[src/rtl/psar_pkg.sv]
// Package: types and constants shared by the pulse slot address responder.
`timescale 1ns / 1ps

package psar_pkg;

    localparam int FRAME_W      = 15;
    localparam int INDEX_W      = 12;
    localparam int GAIN_W       = 4;
    localparam int ID_W         = 8;
    localparam int SLOTS        = 15;
    localparam int COUNT_W      = 4;
    localparam int ID_BITS      = 8;
    localparam int IN_DATA_W    = 48;
    localparam int OUT_DATA_W   = 40;
    localparam int ADDR_W       = 4;
    localparam int BUF_SAMPLES  = 4096;

    localparam logic [COUNT_W-1:0] SLOT_LAST = 4'd14;
    localparam logic [COUNT_W-1:0] SLOT_FULL = 4'd15;

    localparam logic [ADDR_W-1:0] ADDR_BEACON_ID  = 4'h0;
    localparam logic [ADDR_W-1:0] ADDR_BASE_GAIN  = 4'h4;
    localparam logic [ADDR_W-1:0] ADDR_REPLY_GAIN = 4'h8;

    localparam logic [ID_W-1:0]   BEACON_ID_RST  = 8'd3;
    localparam logic [GAIN_W-1:0] BASE_GAIN_RST  = 4'd8;
    localparam logic [GAIN_W-1:0] REPLY_GAIN_RST = 4'd2;

    // slot positions that carry the id, most significant bit first
    localparam logic [COUNT_W-1:0] ID_SLOTS [ID_BITS] =
        '{4'd3, 4'd5, 4'd6, 4'd7, 4'd9, 4'd10, 4'd11, 4'd12};

    typedef struct packed {
        logic [ID_W-1:0]   beacon_id;
        logic [GAIN_W-1:0] base_gain;
        logic [GAIN_W-1:0] reply_gain;
    } cfg_t;

    typedef struct packed {
        logic [FRAME_W-1:0] out_frame;
        logic [INDEX_W-1:0] peak_index;
        logic [FRAME_W-1:0] peak_frame;
        logic               peak_found;
    } item_t;

    typedef struct packed {
        logic [GAIN_W-1:0]  gain_value;
        logic               gain_write;
        logic [FRAME_W-1:0] ping_frame;
        logic [INDEX_W-1:0] ping_index;
        logic               ping_request;
    } result_t;

endpackage

[src/rtl/psar_cfg.sv]
// Module: APB register file for beacon id and gain codes.
`timescale 1ns / 1ps

module psar_cfg
    import psar_pkg::*;
(
    input  logic              clk,
    input  logic              rst_n,
    input  logic              psel,
    input  logic              penable,
    input  logic              pwrite,
    input  logic [ADDR_W-1:0] paddr,
    input  logic [31:0]       pwdata,
    output logic [31:0]       prdata,
    output logic              pready,
    output cfg_t              cfg
);

    cfg_t cfg_reg;
    cfg_t cfg_next;
    logic wr_en;

    assign pready = 1'b1;
    assign wr_en  = psel && penable && pwrite && pready;
    assign cfg    = cfg_reg;

    always_comb
    begin
        cfg_next = cfg_reg;
        if (wr_en)
        begin
            case (paddr)
                ADDR_BEACON_ID:  cfg_next.beacon_id  = pwdata[ID_W-1:0];
                ADDR_BASE_GAIN:  cfg_next.base_gain  = pwdata[GAIN_W-1:0];
                ADDR_REPLY_GAIN: cfg_next.reply_gain = pwdata[GAIN_W-1:0];
                default:         cfg_next = cfg_reg;
            endcase
        end
    end

    always_ff @(posedge clk or negedge rst_n)
    begin
        if (!rst_n)
        begin
            cfg_reg.beacon_id  <= BEACON_ID_RST;
            cfg_reg.base_gain  <= BASE_GAIN_RST;
            cfg_reg.reply_gain <= REPLY_GAIN_RST;
        end
        else
        begin
            cfg_reg <= cfg_next;
        end
    end

    always_comb
    begin
        case (paddr)
            ADDR_BEACON_ID:  prdata = {{(32-ID_W){1'b0}}, cfg_reg.beacon_id};
            ADDR_BASE_GAIN:  prdata = {{(32-GAIN_W){1'b0}}, cfg_reg.base_gain};
            ADDR_REPLY_GAIN: prdata = {{(32-GAIN_W){1'b0}}, cfg_reg.reply_gain};
            default:         prdata = 32'd0;
        endcase
    end

endmodule

[src/rtl/psar_core.sv]
// Module: slot state registers and the per-beat decode of one polling step.
`timescale 1ns / 1ps

module psar_core
    import psar_pkg::*;
(
    input  logic    clk,
    input  logic    rst_n,
    input  logic    step,
    input  item_t   item,
    input  cfg_t    cfg,
    output result_t res
);

    logic [SLOTS-1:0]   marks_reg,   marks_next;
    logic [COUNT_W-1:0] count_reg,   count_next;
    logic               await_reg,   await_next;
    logic               pending_reg, pending_next;
    logic [FRAME_W-1:0] last_reg,    last_next;
    logic [ID_BITS-1:0] id_byte;

    // id byte from the marks; slot 14 itself is not an id slot
    always_comb
    begin
        for (int i = 0; i < ID_BITS; i++)
        begin
            id_byte[ID_BITS-1-i] = marks_reg[ID_SLOTS[i]];
        end
    end

    always_comb
    begin
        marks_next   = marks_reg;
        count_next   = count_reg;
        await_next   = await_reg;
        pending_next = pending_reg;
        last_next    = item.out_frame;
        res          = '0;

        if (item.out_frame != last_reg)
        begin
            if (count_reg != SLOT_FULL)
                count_next = count_reg + 1'b1;
            if (pending_reg)
            begin
                res.gain_write = 1'b1;
                res.gain_value = cfg.base_gain;
                pending_next   = 1'b0;
            end
        end

        if (!item.peak_found)
        begin
            if (count_next == SLOT_FULL && marks_reg[0])
                marks_next = '0;
        end
        else if (await_reg)
        begin
            await_next   = 1'b0;
            count_next   = '0;
            pending_next = 1'b1;
        end
        else
        begin
            if (!marks_reg[0])
                count_next = '0;
            if (count_next != SLOT_FULL)
                marks_next[count_next] = 1'b1;
            if (count_next == SLOT_LAST)
            begin
                if (id_byte == cfg.beacon_id)
                begin
                    res.ping_request = 1'b1;
                    res.ping_index   = INDEX_W'(item.peak_index % BUF_SAMPLES);
                    res.ping_frame   = item.peak_frame + 1'b1;
                    res.gain_write   = 1'b1;
                    res.gain_value   = cfg.reply_gain;
                    count_next       = '0;
                end
                await_next = 1'b1;
                marks_next = '0;
            end
        end
    end

    always_ff @(posedge clk or negedge rst_n)
    begin
        if (!rst_n)
        begin
            marks_reg   <= '0;
            count_reg   <= '0;
            await_reg   <= 1'b1;
            pending_reg <= 1'b0;
            last_reg    <= '0;
        end
        else if (step)
        begin
            marks_reg   <= marks_next;
            count_reg   <= count_next;
            await_reg   <= await_next;
            pending_reg <= pending_next;
            last_reg    <= last_next;
        end
    end

endmodule

[src/rtl/pulse_slot_address_responder.sv]
// Top level: pulse slot address responder with stream ports and APB registers.
//
//  channel | direction | beat / handshake          | payload
//  --------+-----------+---------------------------+---------------------------------
//  s_*     | in        | s_tvalid && s_tready      | one polling step (s_tdata)
//  m_*     | out       | m_tvalid && m_tready      | one result per step (m_tdata)
//  APB     | in/out    | psel && penable && pwrite | beacon_id, base_gain, reply_gain
//
//  One beat per cycle while m_tready is high, via input register then result register.
//  The step logic between the two registers updates the slot state as a beat moves on.
//  A stalled result holds m_tdata; an empty input register still takes one more beat.
//  rst_n resets all control and slot state and loads register defaults 3, 8, 2.
`timescale 1ns / 1ps

module pulse_slot_address_responder
    import psar_pkg::*;
(
    input  logic                  clk,
    input  logic                  rst_n,
    input  logic                  s_tvalid,
    output logic                  s_tready,
    // [0] peak_found, [15:1] peak_frame, [27:16] peak_index, [42:28] out_frame
    input  logic [IN_DATA_W-1:0]  s_tdata,
    output logic                  m_tvalid,
    input  logic                  m_tready,
    // [0] ping_request, [12:1] ping_index, [27:13] ping_frame,
    // [28] gain_write, [32:29] gain_value
    output logic [OUT_DATA_W-1:0] m_tdata,
    input  logic                  psel,
    input  logic                  penable,
    input  logic                  pwrite,
    input  logic [ADDR_W-1:0]     paddr,
    input  logic [31:0]           pwdata,
    output logic [31:0]           prdata,
    output logic                  pready
);

    localparam int ITEM_W = $bits(item_t);
    localparam int RES_W  = $bits(result_t);

    cfg_t    cfg;
    item_t   in_reg;
    logic    in_valid_reg;
    result_t res;
    result_t out_reg;
    logic    out_valid_reg;
    logic    advance;

    assign advance  = in_valid_reg && (!out_valid_reg || m_tready);
    assign s_tready = !in_valid_reg || advance;
    assign m_tvalid = out_valid_reg;
    assign m_tdata  = {{(OUT_DATA_W-RES_W){1'b0}}, out_reg};

    psar_cfg u_cfg (
        .clk     (clk),
        .rst_n   (rst_n),
        .psel    (psel),
        .penable (penable),
        .pwrite  (pwrite),
        .paddr   (paddr),
        .pwdata  (pwdata),
        .prdata  (prdata),
        .pready  (pready),
        .cfg     (cfg)
    );

    psar_core u_core (
        .clk   (clk),
        .rst_n (rst_n),
        .step  (advance),
        .item  (in_reg),
        .cfg   (cfg),
        .res   (res)
    );

    always_ff @(posedge clk or negedge rst_n)
    begin
        if (!rst_n)
        begin
            in_valid_reg  <= 1'b0;
            out_valid_reg <= 1'b0;
        end
        else
        begin
            if (s_tready)
                in_valid_reg <= s_tvalid;
            if (advance)
                out_valid_reg <= 1'b1;
            else if (m_tready)
                out_valid_reg <= 1'b0;
        end
    end

    always_ff @(posedge clk)
    begin
        if (s_tready && s_tvalid)
            in_reg <= item_t'(s_tdata[ITEM_W-1:0]);
        if (advance)
            out_reg <= res;
    end

endmodule

[config.mk]
export PLATFORM = sky130hd
export DESIGN_NAME = pulse_slot_address_responder
export DESIGN_NICKNAME = d
export VERILOG_FILES = /design/src/rtl/psar_pkg.sv /design/src/rtl/psar_cfg.sv /design/src/rtl/psar_core.sv /design/src/rtl/pulse_slot_address_responder.sv
export SDC_FILE = /design/constraint.sdc
export NUM_CORES = 1
export LEC_CHECK = 0
export BUFFER_PORTS_ARGS = -buffer_cell sky130_fd_sc_hd__buf_2
export CAP_MARGIN = 15
export CELL_PAD_IN_SITES_DETAIL_PLACEMENT = 2
export CELL_PAD_IN_SITES_GLOBAL_PLACEMENT = 2
export CORE_MARGIN = 2
export CORE_UTILIZATION = 36
export DETAILED_ROUTE_END_ITERATION = 12
export GPL_TIMING_DRIVEN = 1
export HOLD_SLACK_MARGIN = 0.1
export PLACE_DENSITY = 0.83
export SLEW_MARGIN = 30
export SYNTH_ARGS = -nofsm -noshare
export SYNTH_HDL_FRONTEND = slang
export SYNTH_SLANG_ARGS = --single-unit
[constraint.sdc]
create_clock -name clk -period 4.7 [get_ports clk]
set_input_delay 0.235 -clock clk [delete_from_list [all_inputs] [get_ports clk]]
set_output_delay 0.235 -clock clk [all_outputs]
set_load 0.005 [all_outputs]
==> results of run 1 <==
report_power, final:
group	internal, uW	switching [uW]
clock network	749	502
logic	306	506
registers	1310	170
total	2360	1180
per-layer routing:
layer,GRT usage [%],vias to the layer above,wire (um)
met5,0,-,0
met4,7.407,0,333
met3,4.383,21,797
met2,45.48,142,11190
met1,26.87,2288,8017
li1,-,2021,-
critical path, cell delays in order (launching register included):
cell,delay [ps]
dfrtp_1,420
xor2_1,200
nor4_2,420
nand2_2,210
o21ai_4,380
mux2_2,450
nor4_4,730
buf_4,370
and2_1,240
worst paths after layout:
path | start | to | slack, ps | cells past startpoint
min reg2reg | u_core.last_reg[3]$_DFFE_PN0P_ | u_core.last_reg[3]$_DFFE_PN0P_ | 500 | 2
max reg2reg | u_core.last_reg[8]$_DFFE_PN0P_ | m_tdata[22]$_SDFFCE_PP0P_ | 1130 | 8
max | u_core.last_reg[8]$_DFFE_PN0P_ | m_tdata[22]$_SDFFCE_PP0P_ | 1130 | 8
min | pwdata[0] | u_cfg.cfg[4]$_DFFE_PN0P_ | 100 | 2
min in group asynchronous | rst_n | u_cfg.cfg[10]$_DFFE_PN0P_ | 450 | 3
max in group asynchronous | rst_n | u_core.count_reg[1]$_DFFE_PN0P_ | 3800 | 3
Yosys cell counts, types with 4 or more instances:
master,count
a21oi_1,18
inv_1,13
buf_2,4
xnor2_1,9
a21o_1,4
o21ai_0,6
nand2_1,68
edfxtp_1,76
buf_4,32
nor2b_1,5
clkbuf_1,10
and2_1,34
o211ai_1,4
nor2_1,30
mux2_2,19
nor3_1,7
xor2_1,27
dfrtp_1,43
nand3_1,23
mux2i_1,13
dfstp_2,5
stage by stage:
stage | std cells | hold slack, ps | power (uW) | instance area [um2] | util [%]
floorplan | 534 | -60.59 | 1972 | 6046 | -
global placement | 809 | 377.4 | 2142 | 6536 | 40.85
detailed placement | 809 | 397.4 | 2210 | 6538 | 40.86
CTS | 891 | 100.5 | 3486 | 7579 | 47.36
global route | 892 | 101.9 | 3684 | 7581 | 47.38
finish | 892 | 96.00 | 3540 | 7581 | 47.38
cell usage in the layout, fill, tap and decap left out, drive strengths merged, types with 3 or more instances in the layout:
cell           n
a21o           4
a21oi         18
a31oi          3
a41oi          3
and2          34
and3           4
buf          108
clkbuf        24
clkinv         5
conb          32
dfrtp         43
dfstp          5
dlygate4sd3   50
edfxtp        76
inv           13
mux2          19
mux2i         13
nand2         69
nand2b         3
nand3         24
nor2          30
nor2b          5
nor3           7
nor4           7
o211ai         4
o21ai          8
xnor2          9
xor2          27
cells by family (layout without fill, tap and decap cells):
family                     Yosys count  in the layout  share of synthesized area [%]
and+or+nand+nor                    191            191                          16.15
DFF                                124            124                          58.81
buffers and inverters               62            203                          6.411
AOI/OAI and AO/OA                   55             55                          6.959
xor gates and xnor gates            36             36                          5.314
muxes                               32             32                          5.799
adders and majority gates            2              2                         0.4217
other                                2             33                         0.1266
area by class of cell:
cell class / instances / area (um2) / area share, %
clock inverters: 8 / 68.82 / 0.9077
repair buffers: 158 / 1051 / 13.86
diodes: 1 / 2.502 / 0.03301
flip-flops and latches: 124 / 3490 / 46.03
clock buffers: 24 / 471.7 / 6.222
well taps: 216 / 270.3 / 3.565
multi-input cells: 348 / 2178 / 28.73
inverters: 13 / 48.80 / 0.6437
==> results.txt, run 1 <==
status - completed
Min-Delay Path Class - input pin to flip-flop
Clock Skew - 19.59 ps
worst-case clock buffer depth - 2
CTS tree - done
critical path class - flip-flop to flip-flop
Port Buf Inserts - 104
Pre-antenna DRT Iters - 4
Syn Inst Count - 504
GPL Wtd Cong - 0.8516
vias in the first global route - 5,100
# setup viols final - 0
Slew @ Worst Pin - 863.5 ps
Iter 0 DRT Violations - 276
CP arrival - 3850 ps
#FFs+latches synth - 124
layout cells sized above 1 - 25.63%
number of synthesized flops with an enable pin - 76
Residual DRC - 0
row count - 46
clock root cell - clkbuf_16
Ys Warns - 0
fill cell count - 1,674
clk_lat worst skew - 440 ps
Synth area leaders - edfxtp_1 (38%), dfrtp_1 (18%), nand2_1 (4.3%)
worst-path fanout max - 24
sequential-to-total area share from yosys stat - 58.81%
# IOs - 166
initial cell density of the core - 37.08%
first-pass GRT wire length - 31,540 um
asr flop ratio synth - 38.71%
Peak VDD IR - 0.3007 mV
Cell Area, Synth - 5933 um2
LEAKAGE - 0.003286 uW
max FFs per register - 43
final antenna-violating net count - 0
Nets - 755
PwrDens - 467.0 nW/um2
Fmax achieved - 280.3 MHz
post-synth top area share - 38.46%
Synth cell types - 53
final hold viol count - 0
Die ar. - 17,520 um2
GRT Util Overall - 23.90%
Post-CTS Setup Inserts - 0
Final Worst Setup Slack - 1132 ps
RSZ-0062 raised after global routing - no
top_reg_cell synth - edfxtp_1
post-route clock period utilization - 75.91%
Worst Path Required - 4980 ps
Die Wd - 132.4 um
largest net degree at the start of global routing - 49
DP Worst Slack - 1288 ps
Core Area - 16,000 um2
Total Wirelength - 20,340 um
Startpoint Class - flip-flop
TNS Setup - 0 ps
clock net sink count - 124
CTS-repair resized insts - 0
Hold-fix buffers, CTS - 50
hpwl dp - 11,700 um
initial antenna violation count - 1
Max-Cap Viols - 0
Worst setup EP type - flip-flop
routed vias/inst - 5.013
WL/cell - 22.80 um
Period minus WS final - 3568 ps
TritonCTS buffer count - 17
Die H - 132.4 um
H-tree levels - 4
final slew viol count - 0
area grow syn2layout - 27.77%
via count - 4,472
clk slew on worst S/H paths - 70 ps
Syn Area/Cell - 11.77 um2
global route overflow - 0
Rel. slew slack - 41.68%
Synth area leader - edfxtp_1
(Power assumes the default switching activity.)
==> run 2, diff against run 1 <==
- CORE_UTILIZATION: 36 -> 30
- PLACE_DENSITY: 0.83 -> 0.74
- clock period: 4.7 -> 3 ns (I/O delays scaled with it)
==> results.txt, run 2 (same netlist as run 1, synthesis figures left out) <==
Die Wd - 144.6 um (was 132.4 um)
# diodes - 0 (was 1)
post-route clock period utilization - 94.40% (was 75.91%)
Die H - 144.6 um (was 132.4 um)
RSZ-0062 raised after global routing - no (unchanged)
WL/cell - 19.14 um (was 22.80 um)
Clock Skew - 13.33 ps (was 19.59 ps)
CP arrival - 3100 ps (was 3850 ps)
final hold viol count - 0 (unchanged)
clk_lat worst skew - 420 ps (was 440 ps)
Total Wirelength - 18,140 um (was 20,340 um)
initial cell density of the core - 30.49% (was 37.08%)
CTS tree - done (unchanged)
Pwr Total - 5750 uW (was 3540 uW)
TNS Setup - 0 ps (unchanged)
largest net degree at the start of global routing - 44 (was 49)
max FFs per register - 43 (unchanged)
worst-case clock buffer depth - 2 (unchanged)
clock root cell - clkbuf_16 (unchanged)
global route overflow - 0 (unchanged)
vias in the first global route - 4,976 (was 5,100)
area grow syn2layout - 31.57% (was 27.77%)
fill cell count - 2,049 (was 1,674)
final antenna-violating net count - 0 (unchanged)
register area - 3490 um2 (unchanged)
# IOs - 166 (unchanged)
via count - 4,447 (was 4,472)
Fmax achieved - 353.1 MHz (was 280.3 MHz)
clk slew on worst S/H paths - 60 ps (was 70 ps)
LEAKAGE - 0.003359 uW (was 0.003286 uW)
clock net sink count - 124 (unchanged)
TritonCTS buffer count - 17 (unchanged)
Min-Delay Path Class - input pin to flip-flop (unchanged)
WHS - 107.3 ps (was 96.00 ps)
row count - 51 (was 46)
critical path class - flip-flop to flip-flop (unchanged)
Worst Path Required - 3270 ps (was 4980 ps)
Rel. slew slack - 57.07% (was 41.68%)
hpwl dp - 11,410 um (was 11,700 um)
GPL Wtd Cong - 0.8683 (was 0.8516)
Peak VDD IR - 0.3320 mV (was 0.3007 mV)
multi-input logic area - 2177 um2 (was 2178 um2)
Post-CTS Setup Inserts - 0 (unchanged)
H-tree levels - 4 (unchanged)
Slowest Stage Delay on Critical Path - 490 ps (was 730 ps)
Iter 0 DRT Violations - 208 (was 276)
Worst path slowest cell - nor4_2 (was nor4_4)
Die ar. - 20,920 um2 (was 17,520 um2)
Port Buf Inserts - 104 (unchanged)
Pre-antenna DRT Iters - 4 (unchanged)
layout cells sized above 1 - 26.35% (was 25.63%)
worst-path fanout max - 33 (was 24)
critical path, cell by cell - xor2_1 > nor4_2 > nand3_2 > o21ai_4 > mux2_2 > nor4_4 > buf_12 > mux2i_1 (was xor2_1 > nor4_2 > nand2_2 > o21ai_4 > mux2_2 > nor4_4 > buf_4 > and2_1)
Slew @ Worst Pin - 643.9 ps (was 863.5 ps)
Period minus WS final - 2832 ps (was 3568 ps)
Startpoint Class - flip-flop (unchanged)
PwrDens - 736.6 nW/um2 (was 467.0 nW/um2)
Residual DRC - 0 (unchanged)
status - completed (unchanged)
Nets - 763 (was 755)
GRT Util Overall - 17.94% (was 23.90%)
commonest cells after routing, fill and taps aside - buf_2 (104), edfxtp_1 (76), nand2_1 (68), dlygate4sd3_1 (54), dfrtp_1 (43) (was buf_2 (104), edfxtp_1 (76), nand2_1 (68), dlygate4sd3_1 (50), dfrtp_1 (43))
routed vias/inst - 4.691 (was 5.013)
CTS-repair resized insts - 0 (unchanged)
commonest non-fill, non-tap cell in the layout - buf_2 (unchanged)
Max-Cap Viols - 0 (unchanged)
Worst setup EP type - flip-flop (unchanged)
Hold-fix buffers, CTS - 54 (was 50)
final slew viol count - 0 (unchanged)
initial antenna violation count - 0 (was 1)
# setup viols final - 0 (unchanged)
Core Area - 19,460 um2 (was 16,000 um2)
first-pass GRT wire length - 27,930 um (was 31,540 um)
-- run 2: cell types whose count changed in the layout (fill, tap and decap cells not counted), moves of 2 or more --
cell	previous run	this run
clkbuf_1	5	1
clkinv_2	4	2
buf_4	4	7
dlygate4sd3_1	50	54
bufinv_16	1	4
-- run 2: final cells by class --
| class | instances | share of cell area [%] |
|---|---|---|
| clock inverters | 12 | 2.164 |
| inverters | 13 | 0.6251 |
| multi-input cells | 348 | 27.89 |
| well taps | 265 | 4.247 |
| flip-flops and latches | 124 | 44.70 |
| clock buffers | 20 | 5.850 |
| repair buffers | 166 | 14.52 |
-- run 2: worst max-delay path: cells and delay by family (launching register included) --
| family | cells | cell delay [ps] |
|---|---|---|
| simple gates | 3 | 1040 |
| mux | 2 | 610 |
| flops | 1 | 420 |
| buf+inv | 1 | 220 |
| compound gates | 1 | 200 |
| xor+xnor | 1 | 180 |
-- run 2: final timing paths --
check                                           from                              to  slack (ps)  cells past startpoint
worst min register to register  in_reg[35]$_DFFE_PP_  u_core.last_reg[7]$_DFFE_PN0P_         500                      2
worst min-delay path                        m_tready            m_tvalid$_DFFE_PN0P_         110                      3
max in group asynchronous                      rst_n        u_cfg.cfg[7]$_DFFE_PN1P_        1870                      3
worst max register to register  in_reg[29]$_DFFE_PP_           m_tdata[30]$_DFFE_PP_         170                      8
min in group asynchronous                      rst_n        u_cfg.cfg[2]$_DFFE_PN0P_         290                      2
worst max-delay path            in_reg[29]$_DFFE_PP_           m_tdata[30]$_DFFE_PP_         170                      8
-- run 2: through the flow --
stage                     setup slack [ps]  utilization (%)  cell area (um2)  cells
after global placement               417.9            34.12             6640    862
after detailed placement             359.0            34.12             6640    862
after floorplan                      350.9                -             6046    534
after global routing                 16.07            40.11             7806    948
final                                167.9            40.11             7806    948
after CTS                            184.1            40.11             7806    948
-- run 2: layer usage --
metal	global-route usage, %	part of all wire (%)
met4	5.468	1.9
met2	34.30	55
met5	0	0
met1	19.55	39
met3	4.139	4.2
-- run 2: power by group --
part | switching (uW) | leakage, uW | total, uW | internal (uW)
Combinational | 764 | 0.00172 | 1250 | 490
Clock | 770 | 0.000297 | 2200 | 1430
Sequential | 252 | 0.00134 | 2300 | 2050
Total | 1790 | 0.00336 | 5750 | 3960
